--- src/rtl/spo_pkg.sv ---
// ----------------------------------------------------------------------------
// spo_pkg
// Shared widths, calibration constants, status codes and the structs that
// join the window tracker, the controller and the arithmetic datapath.
// ----------------------------------------------------------------------------
package spo_pkg;

   localparam int SAMPLE_W   = 18;
   localparam int WLEN_W     = 13;
   localparam int WLEN_RESET = 1000;

   localparam int NUM_W      = 2 * SAMPLE_W;
   localparam int DVD_W      = NUM_W + 14;
   localparam int DSH_W      = NUM_W + 16;
   localparam int QUO_W      = 16;
   localparam int DIV_STEP_W = $clog2(QUO_W);
   localparam int SQ_W       = 2 * QUO_W;

   localparam int KQ_W       = 21;
   localparam int K1_W       = 22;
   localparam int C0_W       = 24;
   localparam int LIN_W      = K1_W + QUO_W;
   localparam int QUAD_W     = KQ_W + SQ_W;
   localparam int V_W        = 56;
   localparam int RES_W      = 16;
   localparam int STAT_W     = 2;

   // Q16 calibration terms, linear and offset parts of both curves merged
   localparam logic [KQ_W-1:0] CAL_QUAD = KQ_W'(1082596);
   localparam logic [K1_W-1:0] CAL_LIN  = K1_W'(519543 + 25 * 65536);
   localparam logic [C0_W-1:0] CAL_OFS  = C0_W'(8158911 + 125 * 65536);

   localparam logic [STAT_W-1:0] STATUS_OK    = 2'd0;
   localparam logic [STAT_W-1:0] STATUS_FAULT = 2'd1;
   localparam logic [STAT_W-1:0] STATUS_SAT   = 2'd2;

   typedef struct packed {
      logic [SAMPLE_W-1:0] red_max;
      logic [SAMPLE_W-1:0] red_min;
      logic [SAMPLE_W-1:0] ir_max;
      logic [SAMPLE_W-1:0] ir_min;
   } spo_ext_type;

   typedef struct packed {
      logic load;
      logic mul;
      logic prep;
      logic div_step;
      logic sq;
      logic quad;
      logic sum;
   } spo_cmd_type;

   typedef struct packed {
      logic win_end;
   } spo_stat_type;

endpackage

--- src/rtl/spo_track.sv ---
// ----------------------------------------------------------------------------
// spo_track
// Window length register, sample counter and running extremes of both
// channels. Flags the word that closes a window and hands out its extremes.
// ----------------------------------------------------------------------------
module spo_track #(
   parameter int MAX_WINDOW = 4096
) (
   input  logic                              clock,
   input  logic                              reset,
   input  logic                              csr_wr_en,
   input  logic [spo_pkg::WLEN_W-1:0]        csr_wr_data,
   input  logic                              req_valid,
   output logic                              req_ready,
   input  logic [spo_pkg::SAMPLE_W-1:0]      req_red_sample,
   input  logic [spo_pkg::SAMPLE_W-1:0]      req_ir_sample,
   input  logic                              busy,
   output spo_pkg::spo_stat_type             stat,
   output spo_pkg::spo_ext_type              ext
);

   localparam int CNT_W = $clog2(MAX_WINDOW);
   localparam int CMP_W = (CNT_W + 1 > spo_pkg::WLEN_W) ? CNT_W + 1 : spo_pkg::WLEN_W;

   logic [CNT_W-1:0]           count_ff;
   logic [spo_pkg::WLEN_W-1:0] wlen_ff;
   spo_pkg::spo_ext_type       ext_ff;
   spo_pkg::spo_ext_type       ext_in;
   logic [CMP_W-1:0]           win_eff;
   logic [CMP_W-1:0]           cnt_next;
   logic                       first;
   logic                       ends;
   logic                       accept;

   always_comb begin
      priority if (wlen_ff == '0) begin
         win_eff = CMP_W'(1);
      end else if (CMP_W'(wlen_ff) > CMP_W'(MAX_WINDOW)) begin
         win_eff = CMP_W'(MAX_WINDOW);
      end else begin
         win_eff = CMP_W'(wlen_ff);
      end
   end

   assign cnt_next  = CMP_W'(count_ff) + CMP_W'(1);
   assign ends      = cnt_next >= win_eff;
   assign first     = count_ff == '0;
   assign req_ready = !(ends && busy);
   assign accept    = req_valid && req_ready;

   always_comb begin
      ext_in.red_max = (first || req_red_sample > ext_ff.red_max) ? req_red_sample
                                                                   : ext_ff.red_max;
      ext_in.red_min = (first || req_red_sample < ext_ff.red_min) ? req_red_sample
                                                                   : ext_ff.red_min;
      ext_in.ir_max  = (first || req_ir_sample > ext_ff.ir_max) ? req_ir_sample
                                                                 : ext_ff.ir_max;
      ext_in.ir_min  = (first || req_ir_sample < ext_ff.ir_min) ? req_ir_sample
                                                                 : ext_ff.ir_min;
   end

   assign ext          = ext_in;
   assign stat.win_end = accept && ends;

   always_ff @(posedge clock) begin
      if (reset) begin
         count_ff <= '0;
         wlen_ff  <= spo_pkg::WLEN_W'(spo_pkg::WLEN_RESET);
      end else begin
         if (csr_wr_en) begin
            wlen_ff <= csr_wr_data;
         end
         if (accept) begin
            count_ff <= ends ? '0 : cnt_next[CNT_W-1:0];
         end
      end
   end

   always_ff @(posedge clock) begin
      if (accept) begin
         ext_ff <= ext_in;
      end
   end

endmodule

--- src/rtl/spo_ctrl.sv ---
// ----------------------------------------------------------------------------
// spo_ctrl
// Sequencer for the end-of-window computation: products, 16-step divide,
// calibration polynomial and the held result word.
// ----------------------------------------------------------------------------
module spo_ctrl (
   input  logic                  clock,
   input  logic                  reset,
   input  spo_pkg::spo_stat_type stat,
   input  logic                  rsp_ready,
   output logic                  rsp_valid,
   output logic                  busy,
   output spo_pkg::spo_cmd_type  cmd
);

   typedef enum logic [2:0] {
      ST_IDLE,
      ST_MUL,
      ST_PREP,
      ST_DIV,
      ST_SQ,
      ST_QUAD,
      ST_SUM,
      ST_OUT
   } state_type;

   state_type                        state_ff;
   logic [spo_pkg::DIV_STEP_W-1:0]   step_ff;
   logic                             rsp_valid_ff;

   always_comb begin
      cmd          = '0;
      cmd.load     = (state_ff == ST_IDLE) && stat.win_end;
      cmd.mul      = state_ff == ST_MUL;
      cmd.prep     = state_ff == ST_PREP;
      cmd.div_step = state_ff == ST_DIV;
      cmd.sq       = state_ff == ST_SQ;
      cmd.quad     = state_ff == ST_QUAD;
      cmd.sum      = state_ff == ST_SUM;
   end

   assign busy      = state_ff != ST_IDLE;
   assign rsp_valid = rsp_valid_ff;

   always_ff @(posedge clock) begin
      if (reset) begin
         state_ff     <= ST_IDLE;
         step_ff      <= '0;
         rsp_valid_ff <= 1'b0;
      end else begin
         unique case (state_ff)
            ST_IDLE: begin
               if (stat.win_end) begin
                  state_ff <= ST_MUL;
               end
            end
            ST_MUL: begin
               state_ff <= ST_PREP;
            end
            ST_PREP: begin
               step_ff  <= '0;
               state_ff <= ST_DIV;
            end
            ST_DIV: begin
               step_ff <= step_ff + 1'b1;
               if (step_ff == '1) begin
                  state_ff <= ST_SQ;
               end
            end
            ST_SQ: begin
               state_ff <= ST_QUAD;
            end
            ST_QUAD: begin
               state_ff <= ST_SUM;
            end
            ST_SUM: begin
               rsp_valid_ff <= 1'b1;
               state_ff     <= ST_OUT;
            end
            ST_OUT: begin
               if (rsp_ready) begin
                  rsp_valid_ff <= 1'b0;
                  state_ff     <= ST_IDLE;
               end
            end
            default: begin
               state_ff <= ST_IDLE;
            end
         endcase
      end
   end

endmodule

--- src/rtl/spo_dp.sv ---
// ----------------------------------------------------------------------------
// spo_dp
// Arithmetic datapath: extreme snapshot, cross products, restoring divide
// for R in Q4.12, calibration polynomial in Q40 and saturated result word.
// ----------------------------------------------------------------------------
module spo_dp (
   input  logic                              clock,
   input  spo_pkg::spo_cmd_type              cmd,
   input  spo_pkg::spo_ext_type              ext,
   output logic [spo_pkg::RES_W-1:0]         ratio_q12,
   output logic signed [spo_pkg::RES_W-1:0]  spo2_q8,
   output logic [spo_pkg::STAT_W-1:0]        status
);

   localparam int V_W  = spo_pkg::V_W;
   localparam int SH_W = V_W - 33;
   localparam logic signed [V_W-1:0]  OFS_TERM =
      $signed((V_W'(spo_pkg::CAL_OFS) << 24) + (V_W'(1) << 32));
   localparam logic signed [SH_W-1:0] S_MAX = SH_W'(32767);
   localparam logic signed [SH_W-1:0] S_MIN = -SH_W'(32768);

   spo_pkg::spo_ext_type               snap_ff;
   logic [spo_pkg::NUM_W-1:0]          num_ff;
   logic [spo_pkg::NUM_W-1:0]          den_ff;
   logic                               fault_ff;
   logic [spo_pkg::DVD_W-1:0]          rem_ff;
   logic [spo_pkg::DSH_W-1:0]          dsh_ff;
   logic [spo_pkg::QUO_W-1:0]          quo_ff;
   logic                               ovf_ff;
   logic [spo_pkg::QUO_W-1:0]          rq_ff;
   logic [spo_pkg::SQ_W-1:0]           sq_ff;
   logic [spo_pkg::LIN_W-1:0]          lin_ff;
   logic [spo_pkg::QUAD_W-1:0]         quad_ff;
   logic signed [V_W-1:0]              part_ff;
   logic [spo_pkg::RES_W-1:0]          ratio_ff;
   logic signed [spo_pkg::RES_W-1:0]   spo2_ff;
   logic [spo_pkg::STAT_W-1:0]         status_ff;

   logic [spo_pkg::DVD_W-1:0]          dvd;
   logic [spo_pkg::DVD_W+2:0]          dvd_x;
   logic [spo_pkg::DSH_W-1:0]          rem_x;
   logic [spo_pkg::DSH_W-1:0]          rem_diff;
   logic                               rem_ge;
   logic [spo_pkg::QUO_W-1:0]          rq;
   logic signed [V_W-1:0]              v_sum;
   logic signed [SH_W-1:0]             s_val;

   assign dvd      = spo_pkg::DVD_W'({num_ff, 13'b0}) + spo_pkg::DVD_W'(den_ff);
   assign dvd_x    = (spo_pkg::DVD_W + 3)'(dvd);
   assign rem_x    = spo_pkg::DSH_W'(rem_ff);
   assign rem_ge   = rem_x >= dsh_ff;
   assign rem_diff = rem_x - dsh_ff;
   assign rq       = ovf_ff ? '1 : quo_ff;
   assign v_sum    = part_ff - $signed(V_W'(quad_ff));
   assign s_val    = v_sum[V_W-1:33];

   always_ff @(posedge clock) begin
      if (cmd.load) begin
         snap_ff <= ext;
      end
      if (cmd.mul) begin
         num_ff   <= spo_pkg::NUM_W'(snap_ff.red_max) * spo_pkg::NUM_W'(snap_ff.ir_min);
         den_ff   <= spo_pkg::NUM_W'(snap_ff.red_min) * spo_pkg::NUM_W'(snap_ff.ir_max);
         fault_ff <= (snap_ff.red_min == '0) || (snap_ff.ir_min == '0);
      end
      if (cmd.prep) begin
         rem_ff <= dvd;
         dsh_ff <= {den_ff, 16'b0};
         ovf_ff <= dvd_x >= {den_ff, 17'b0};
         quo_ff <= '0;
      end
      if (cmd.div_step) begin
         rem_ff <= rem_ge ? rem_diff[spo_pkg::DVD_W-1:0] : rem_ff;
         quo_ff <= {quo_ff[spo_pkg::QUO_W-2:0], rem_ge};
         dsh_ff <= dsh_ff >> 1;
      end
      if (cmd.sq) begin
         rq_ff  <= rq;
         sq_ff  <= spo_pkg::SQ_W'(rq) * spo_pkg::SQ_W'(rq);
         lin_ff <= spo_pkg::LIN_W'(spo_pkg::CAL_LIN) * spo_pkg::LIN_W'(rq);
      end
      if (cmd.quad) begin
         quad_ff <= spo_pkg::QUAD_W'(spo_pkg::CAL_QUAD) * spo_pkg::QUAD_W'(sq_ff);
         part_ff <= OFS_TERM - $signed(V_W'(lin_ff) << 12);
      end
      if (cmd.sum) begin
         if (fault_ff) begin
            ratio_ff  <= '0;
            spo2_ff   <= '0;
            status_ff <= spo_pkg::STATUS_FAULT;
         end else begin
            ratio_ff <= rq_ff;
            priority if (s_val > S_MAX) begin
               spo2_ff <= 16'sh7FFF;
            end else if (s_val < S_MIN) begin
               spo2_ff <= 16'sh8000;
            end else begin
               spo2_ff <= s_val[spo_pkg::RES_W-1:0];
            end
            status_ff <= (ovf_ff || s_val > S_MAX || s_val < S_MIN) ? spo_pkg::STATUS_SAT
                                                                     : spo_pkg::STATUS_OK;
         end
      end
   end

   assign ratio_q12 = ratio_ff;
   assign spo2_q8   = spo2_ff;
   assign status    = status_ff;

endmodule

--- src/rtl/spo2_ratio_window_estimator.sv ---
// ----------------------------------------------------------------------------
// spo2_ratio_window_estimator
// Windowed red/infrared extreme tracking with ratio-of-ratios and SpO2
// calibration at each window end.
// ----------------------------------------------------------------------------
// Sample words are taken one per clock but for the wait below. The word that
// closes a window latches its four extremes into the datapath; the result
// word (R in Q4.12, SpO2 in Q8.8, status) is then formed by products and
// setup, the one-bit-per-cycle restoring divider, then polynomial and
// saturation, the last of which loads the output register. The next window
// fills meanwhile;
// only a word that would close a window waits while the previous result is
// still being computed or not yet taken, so with windows of 23 or more words
// the input never stalls on a prompt consumer. csr_wr_data sets the window
// length (0 acts as 1, values above MAX_WINDOW act as MAX_WINDOW).
// ----------------------------------------------------------------------------
module spo2_ratio_window_estimator #(
   parameter int MAX_WINDOW = 4096
) (
   input  logic                              clock,
   input  logic                              reset,
   input  logic                              csr_wr_en,
   input  logic [spo_pkg::WLEN_W-1:0]        csr_wr_data,
   input  logic                              req_valid,
   output logic                              req_ready,
   input  logic [spo_pkg::SAMPLE_W-1:0]      req_red_sample,
   input  logic [spo_pkg::SAMPLE_W-1:0]      req_ir_sample,
   output logic                              rsp_valid,
   input  logic                              rsp_ready,
   output logic [spo_pkg::RES_W-1:0]         rsp_ratio_q12,
   output logic signed [spo_pkg::RES_W-1:0]  rsp_spo2_q8,
   output logic [spo_pkg::STAT_W-1:0]        rsp_status
);

   spo_pkg::spo_stat_type stat;
   spo_pkg::spo_ext_type  ext;
   spo_pkg::spo_cmd_type  cmd;
   logic                  busy;

   spo_track #(
      .MAX_WINDOW (MAX_WINDOW)
   ) u_track (
      .clock          (clock),
      .reset          (reset),
      .csr_wr_en      (csr_wr_en),
      .csr_wr_data    (csr_wr_data),
      .req_valid      (req_valid),
      .req_ready      (req_ready),
      .req_red_sample (req_red_sample),
      .req_ir_sample  (req_ir_sample),
      .busy           (busy),
      .stat           (stat),
      .ext            (ext)
   );

   spo_ctrl u_ctrl (
      .clock     (clock),
      .reset     (reset),
      .stat      (stat),
      .rsp_ready (rsp_ready),
      .rsp_valid (rsp_valid),
      .busy      (busy),
      .cmd       (cmd)
   );

   spo_dp u_dp (
      .clock     (clock),
      .cmd       (cmd),
      .ext       (ext),
      .ratio_q12 (rsp_ratio_q12),
      .spo2_q8   (rsp_spo2_q8),
      .status    (rsp_status)
   );

   a_stall_only_busy: assert property (@(posedge clock) disable iff (reset)
      !req_ready |-> busy)
      else $error("input stalled while sequencer idle");

   a_window_end_free: assert property (@(posedge clock) disable iff (reset)
      stat.win_end |-> !busy && !rsp_valid)
      else $error("window closed while previous result pending");

   a_fault_zeroes: assert property (@(posedge clock) disable iff (reset)
      rsp_valid && rsp_status == spo_pkg::STATUS_FAULT |->
         rsp_ratio_q12 == '0 && rsp_spo2_q8 == '0)
      else $error("fault word carries nonzero result");

   a_load_starts: assert property (@(posedge clock) disable iff (reset)
      cmd.load |=> busy && !rsp_valid)
      else $error("sequencer did not start on window end");

endmodule
--- config.mk ---
export PLATFORM = sky130hd
export DESIGN_NAME = spo2_ratio_window_estimator
export DESIGN_NICKNAME = d
export VERILOG_FILES = /design/src/rtl/spo_pkg.sv /design/src/rtl/spo_track.sv /design/src/rtl/spo_ctrl.sv /design/src/rtl/spo_dp.sv /design/src/rtl/spo2_ratio_window_estimator.sv
export SDC_FILE = /design/constraint.sdc
export NUM_CORES = 2
export LEC_CHECK = 0
export ABC_AREA = 0
export BUFFER_PORTS_ARGS = -buffer_cell sky130_fd_sc_hd__buf_2
export CAP_MARGIN = 20
export CORE_MARGIN = 2
export CORE_UTILIZATION = 45
export CTS_CLUSTER_SIZE = 40
export DETAILED_ROUTE_END_ITERATION = 12
export PLACE_DENSITY_LB_ADDON = 0.1
export SYNTH_ARGS = -nofsm -noshare
export SYNTH_HDL_FRONTEND = slang
export SYNTH_SLANG_ARGS = --single-unit
--- constraint.sdc ---
create_clock -name clock -period 8.2 [get_ports clock]
set_clock_uncertainty 0.05 [all_clocks]
set_input_delay 1.64 -clock clock [delete_from_list [all_inputs] [get_ports clock]]
set_output_delay 1.64 -clock clock [all_outputs]
set_load 0.01 [all_outputs]
== Word-level counts from Yosys, hierarchy flattened ==
Index checks and enable logic that the tools add are counted.
Cells by class
  $add $sub $neg: 6
  multipliers: 5
  magnitude comparators: 10
  equality and inequality tests: 12
  mux-type cells: 25
  reductions and logical operators: 24
Operators with widths (number)
  2-to-1 mux 50 bit: 3
  2-to-1 mux 51 bit: 2
  multiplier 18 x 18 -> 36 bit: 2
  2-to-1 mux 18 bit: 4
  2-to-1 mux 16 bit: 4
  subtractor 56 x 54 -> 56 bit: 1
  greater-or-equal comparator 50 x 53 -> 1 bit: 1
  greater-or-equal comparator 50 x 52 -> 1 bit: 1
  multiplier 19 x 32 -> 51 bit, first input constant: 1
  subtractor 48 x 50 -> 51 bit, first input constant: 1
  adder 49 x 36 -> 50 bit: 1
  subtractor 50 bit: 1
  multiplier 22 x 16 -> 38 bit, first input constant: 1
  greater-than comparator 18 bit: 2
  zero test 18 bit: 2
  less-than comparator 18 bit: 2
  multiplier 16 x 16 -> 32 bit: 1
  2-to-1 mux 13 bit: 2
  one-hot mux 3 bit (8 select lines): 1
  greater-than comparator 23 x 16 -> 1 bit, second input constant: 1
  less-than comparator 23 x 16 -> 1 bit, second input constant: 1
  2-to-1 mux 15 bit: 1
  adder 12 x 1 -> 13 bit, second input constant: 1
  greater-or-equal comparator 13 bit: 1
  25 further kinds: 44
Word-level totals
  flip-flop bits (word level): 596
  bits of input ports: 54
  output and inout bits: 36
  word-level logic and storage cells: 112

== Logic depth before layout (Yosys ltp) ==
  depth after elaboration: 10
  depth in mapped cells: 29
  mapped depth without buffers: 27

== By module ==
From an unflattened synthesis, not the netlist that was laid out.
Unflattened totals
  cell total of the unflattened synthesis: 7324
  area total of the unflattened synthesis: 72645.9 µm²
By module, submodules not included
  spo_dp: times used 1, cells an instance 6673, area each 65634.2 µm², sequential area each 14073.5 µm²
  spo_track: times used 1, cells an instance 591, area each 6468.7 µm², sequential area each 2662.6 µm²
  spo_ctrl: times used 1, cells an instance 60, area each 543.0 µm², sequential area each 160.2 µm²

== Least setup slack after synthesis ==
No wires, ideal clock.
  path type: register to register
  start point: register u_track.wlen_ff[4] (netlist bit)
  end point: register u_dp.snap_ff[0] (netlist bit) (enable)
  setup time: 0.590 ns
  arrival: 7.431 ns
  required time: 7.560 ns
  path slack: 0.129 ns
  stages on the path, launching flop included: 16
  path buffers: 1
  period minus slack after synthesis: 8.071 ns
  path through: dfxtp_1 > nor4_1 > a31oi_1 > nor2_1 > ha_1 > nand2b_1 > a21o_1 > a21o_1 > a21o_1 > a21o_1 > a21oi_1 > o21ai_0 > a41oi_1 > a211oi_1 > clkbuf_1 > nor3_1
RTL lines
  from (decl): line spo_track.sv:26  | logic [spo_pkg::WLEN_W-1:0] wlen_ff;
  from (signal assigned): line spo_track.sv:68  | wlen_ff <= spo_pkg::WLEN_W'(spo_pkg::WLEN_RESET);
  from (signal assigned): line spo_track.sv:71  | wlen_ff <= csr_wr_data;
  to (signal assigned): line spo_dp.sv:59  | snap_ff <= ext;
  to (decl): line spo_dp.sv:22  | spo_pkg::spo_ext_type snap_ff;

== Worst setup path in the final report ==
  start point: register u_dp.ovf_ff
  end point: register u_dp.lin_ff[34] (netlist bit), data pin
On the way
  longest elaborated chain between the ends: 2
Ends and longest elaborated chain
  from (decl): line spo_dp.sv:29  | logic ovf_ff;
  from (signal assigned): line spo_dp.sv:69  | ovf_ff <= dvd_x >= {den_ff, 17'b0};
  2-to-1 mux 16 bit: line spo_dp.sv:53  | assign rq = ovf_ff ? '1 : quo_ff;
  multiplier 22 x 16 -> 38 bit: line spo_dp.sv:80  | lin_ff <= spo_pkg::LIN_W'(spo_pkg::CAL_LIN) * spo_pkg::LIN_W'(rq);
  to (signal assigned): line spo_dp.sv:80
  to (decl): line spo_dp.sv:32  | logic [spo_pkg::LIN_W-1:0] lin_ff;
Every way passes these cells.
A chain may end at the register's enable or synchronous reset.

==> flow_summary.toml <==
[status]
status = "completed"

[cts]
cts_max_level = 3
clock_latency_ns = 0.70
cts_tree = "done"
cts.sinks = 574
cts_buffer_depth = 3
cts_buffers = 73
cts_root_buffer = "clkbuf_16"
clk_pin_slew_ns = 0.07

[setup_path]
start_kind = "flop"
endpoint_kind = "flop"
rrSetupSlack_ns = 0.45
worstSetupPathType = "reg2reg"
critPathTopFamily = "adder cells"
crit_buf_inv = 5
regToRegEndpoint = "u_dp.lin_ff[34]"
slowest_delay_ns = 0.65
worstPathRequired_ns = 8.58
cp_data_arrival_time_ns = 8.13
r2r_cells = 24
rr_startpoint = "u_dp.ovf_ff"
path_cells = "nor2_1, clkinvlp_4, ha_1, inv_1, fa_1, fa_1, inv_1, ha_1, inv_1, fa_1, fa_1, inv_1, ha_1, and2_1, a221o_1, o41ai_1, a21oi_1, a221oi_2, o21ai_0, a41oi_1, o211ai_1, a31o_2, a21oi_1, xnor2_1"
cp_max_fo = 19
cp_slowest_cell = "edfxtp_1"

[routing]
drt-pass1-iter-count = 5
route.detailed.wl_per_inst_um = 19.39
drc = 0
vias = 48785
viasPerCell = 5.149
routed_wl_um = 183700
drt_iter0_drc = 2535
antenna_left = 0

[placed_design]
dpl.hpwl_um = 151500
routabilityCongestion = 0.9033
dp_cells = 9337
io_buffers = 89

[power_and_ir_drop]
p_int_w = 0.005291
cellPowerDensity_mw_per_mm2 = 90.31
power.switching_w = 0.001717
seqPwrFrac = 0.465
p_leak_nw = 38.01
irDropWorstVdd_v = 0.0001616
sw_frac_of_total = 0.2451
clkPwrFrac = 0.453
combPwrFrac = 0.081

[worst_hold_path]
hold_class = "reg2reg"
hold_depth = 2
min_to = "u_dp.dsh_ff[51]"
holdCritStartpoint = "u_dp.dsh_ff[51]"

[cells_and_area]
fillerInstances = 14932
fin_cells = 9474
seqCellArea_mm2 = 0.01690
drive_above_1_share = 0.05865
utilization = 0.4883
syn_to_final_growth_pct = 7.491
multiInputGateArea_mm2 = 0.04857
layout.nets = 9292

[grt]
grt.total_usage = 0.2312
grt_pass1_vias = 52110
grt_overflow = 0
antenna_found_initial = 7
grt_max_degree = 87
grt_pass1_wl_um = 293100

[yosys]
yosysSeqAreaShare = 0.2340
synth_area_per_cell_um2 = 9.912
synthDistinctLibCells = 86
netlist_area_mm2 = 0.07219
synth_top_area_frac = 0.2604
synth-seq-cells = 574
synth.area.top_cells = "fa_1 (26%), edfxtp_1 (22%), ha_1 (17%)"
ys.flop_type = "edfxtp_1"
netlist_top_cells_count = "inv_1 (1601), ha_1 (955), fa_1 (939)"
synth-async-reset-ratio = 0
yosysTopAreaCell = "fa_1"
syn_inst = 7283
ys.warnings.count = 0
yosysMostFrequentCell = "inv_1"
synth_edf_count = 540

[floorplanning]
pin_count = 90
die_area_mm2 = 0.1636
start_util = 0.4542
die_x_um = 404.5
coreArea_mm2 = 0.1589
die_h_um = 404.5
rows = 146

[timing]
setup-violations-final = 0
finalCriticalPeriod_ns = 7.746
worst_pin_slew_ns = 1.067
max_freq_mhz = 129.1
period_share = 0.9446
drv_slew = 0
hold_slack_ns = 0.4230
relSlewSlack = 0.2885
hold_viol_final = 0

[job]
max_cap_viol_count = 0
==> per-stage QoR <==
stage | TNS (ns) | worst slack (ns) | total power [W] | cell area [um2]
floorplan | 0 | 0.1290 | 0.003720 | 72210
global route | -0.03752 | -0.01962 | 0.007294 | 77600
global placement | 0 | 0.5492 | 0.003891 | 75230
CTS | 0 | 0.4078 | 0.007122 | 77560
finish | 0 | 0.4542 | 0.007008 | 77600
detailed placement | 0 | 0.4282 | 0.003898 | 75230
==> placed cells by master, fill, tap and decap left out, types with 13 or more instances in the layout <==
master,Yosys,layout
nor3_1,52,51
nor2b_1,66,66
ha_1,955,955
and3_1,66,66
nand2b_1,41,41
clkbuf_1,192,13
or3_1,20,20
buf_2,2,89
o21a_1,50,50
nand4_1,43,43
mux2_2,84,84
xor2_1,92,92
clkbuf_16,0,74
nor4_1,22,22
o21bai_1,33,33
edfxtp_1,540,540
a211oi_1,29,28
inv_1,1601,1599
nand3_1,84,84
nor2_1,239,237
or2_2,22,21
o21ai_0,208,208
and2_1,265,264
fa_1,939,939
clkinv_1,4,18
nand2_1,692,691
buf_4,0,94
a21o_1,165,165
xnor2_1,197,197
dfxtp_1,34,34
o211ai_1,25,25
a211o_1,14,14
a31oi_1,41,41
o31ai_1,17,17
a21oi_1,274,274
==> cell type report <==
cell class                      instances  area share
Multi-Input combinational cell       4905      0.6259
Sequential cell                       574      0.2177
Inverter                             1606     0.07775
Tap cell                             2072     0.03341
Clock buffer                           87     0.02449
Timing Repair Buffer                  184     0.01509
Clock inverter                         44    0.005563
Antenna cell                            2  0.00006450
==> what timing repair did <==
action | 4_1_cts | 5_1_grt
setup buffers | 0 | 4
setup endpoints to repair | 0 | 1
resized for setup | 0 | 2
endpoints found under the hold margin | 0 | 0
hold buffers | 0 | 0
==> logic make-up after synthesis <==
family / Yosys count / share of synthesized area
adders and majority gates: 1894 / 0.4259
buffers and inverters: 1808 / 0.09404
and+or+nand+nor: 1661 / 0.1112
AOI/OAI and AO/OA: 959 / 0.08489
DFF: 574 / 0.2340
xor gates and xnor gates: 289 / 0.03506
muxes: 96 / 0.01477
other: 2 / 0.0001040
==> registers in the layout, summed over array words and instances, names as in the netlist, 30 cells and up <==
register	cells
u_dp.rem_ff	50
u_track.ext_ff	72
u_dp.sq_ff	30
u_dp.lin_ff	38
u_dp.part_ff	38
u_dp.dsh_ff	52
u_dp.num_ff	36
u_dp.quad_ff	50
u_dp.snap_ff	72
u_dp.den_ff	36
==> how the worst max path moves through the flow <==
| stage | end | start | depth (start not counted) |
|---|---|---|---|
| final | u_dp.lin_ff[34] | u_dp.ovf_ff | 24 |
| after global routing | u_dp.lin_ff[36] | u_dp.ovf_ff | 24 |
| after CTS | u_dp.lin_ff[34] | u_dp.ovf_ff | 22 |
| after detailed placement | u_dp.lin_ff[34] | u_dp.ovf_ff | 22 |
| after global placement | u_dp.sq_ff[30] | u_dp.ovf_ff | 25 |
| after floorplan | u_dp.snap_ff[0] | u_track.wlen_ff[4] | 15 |
==> power groups by stage <==
| stage | registers [W] | clock network [W] | logic [W] |
|---|---|---|---|
| 4_1_cts | 0.00326 | 0.00328 | 0.000580 |
| 3_5_place_dp | 0.00332 | 0 | 0.000575 |
| 2_1_floorplan | 0.00332 | 0 | 0.000403 |
| 5_1_grt | 0.00327 | 0.00338 | 0.000649 |
| 3_3_place_gp | 0.00332 | 0 | 0.000569 |
| 6_report | 0.00326 | 0.00318 | 0.000568 |
==> tightest hold or removal path, cell delays in order, from the launching register on <==
cell and delay (ns):
dfxtp_1 0.33, nand2_1 0.06, nand2_1 0.04
==> per-layer routing <==
metal | vias up | global-route usage | share of wire
li1 | 23600 | - | -
met1 | 24022 | 0.2977 | 0.44
met2 | 886 | 0.3996 | 0.48
met3 | 267 | 0.03229 | 0.043
met4 | 10 | 0.07653 | 0.037
met5 | - | 0 | 0.00032
Note: power is estimated with default switching activity, not from simulation.
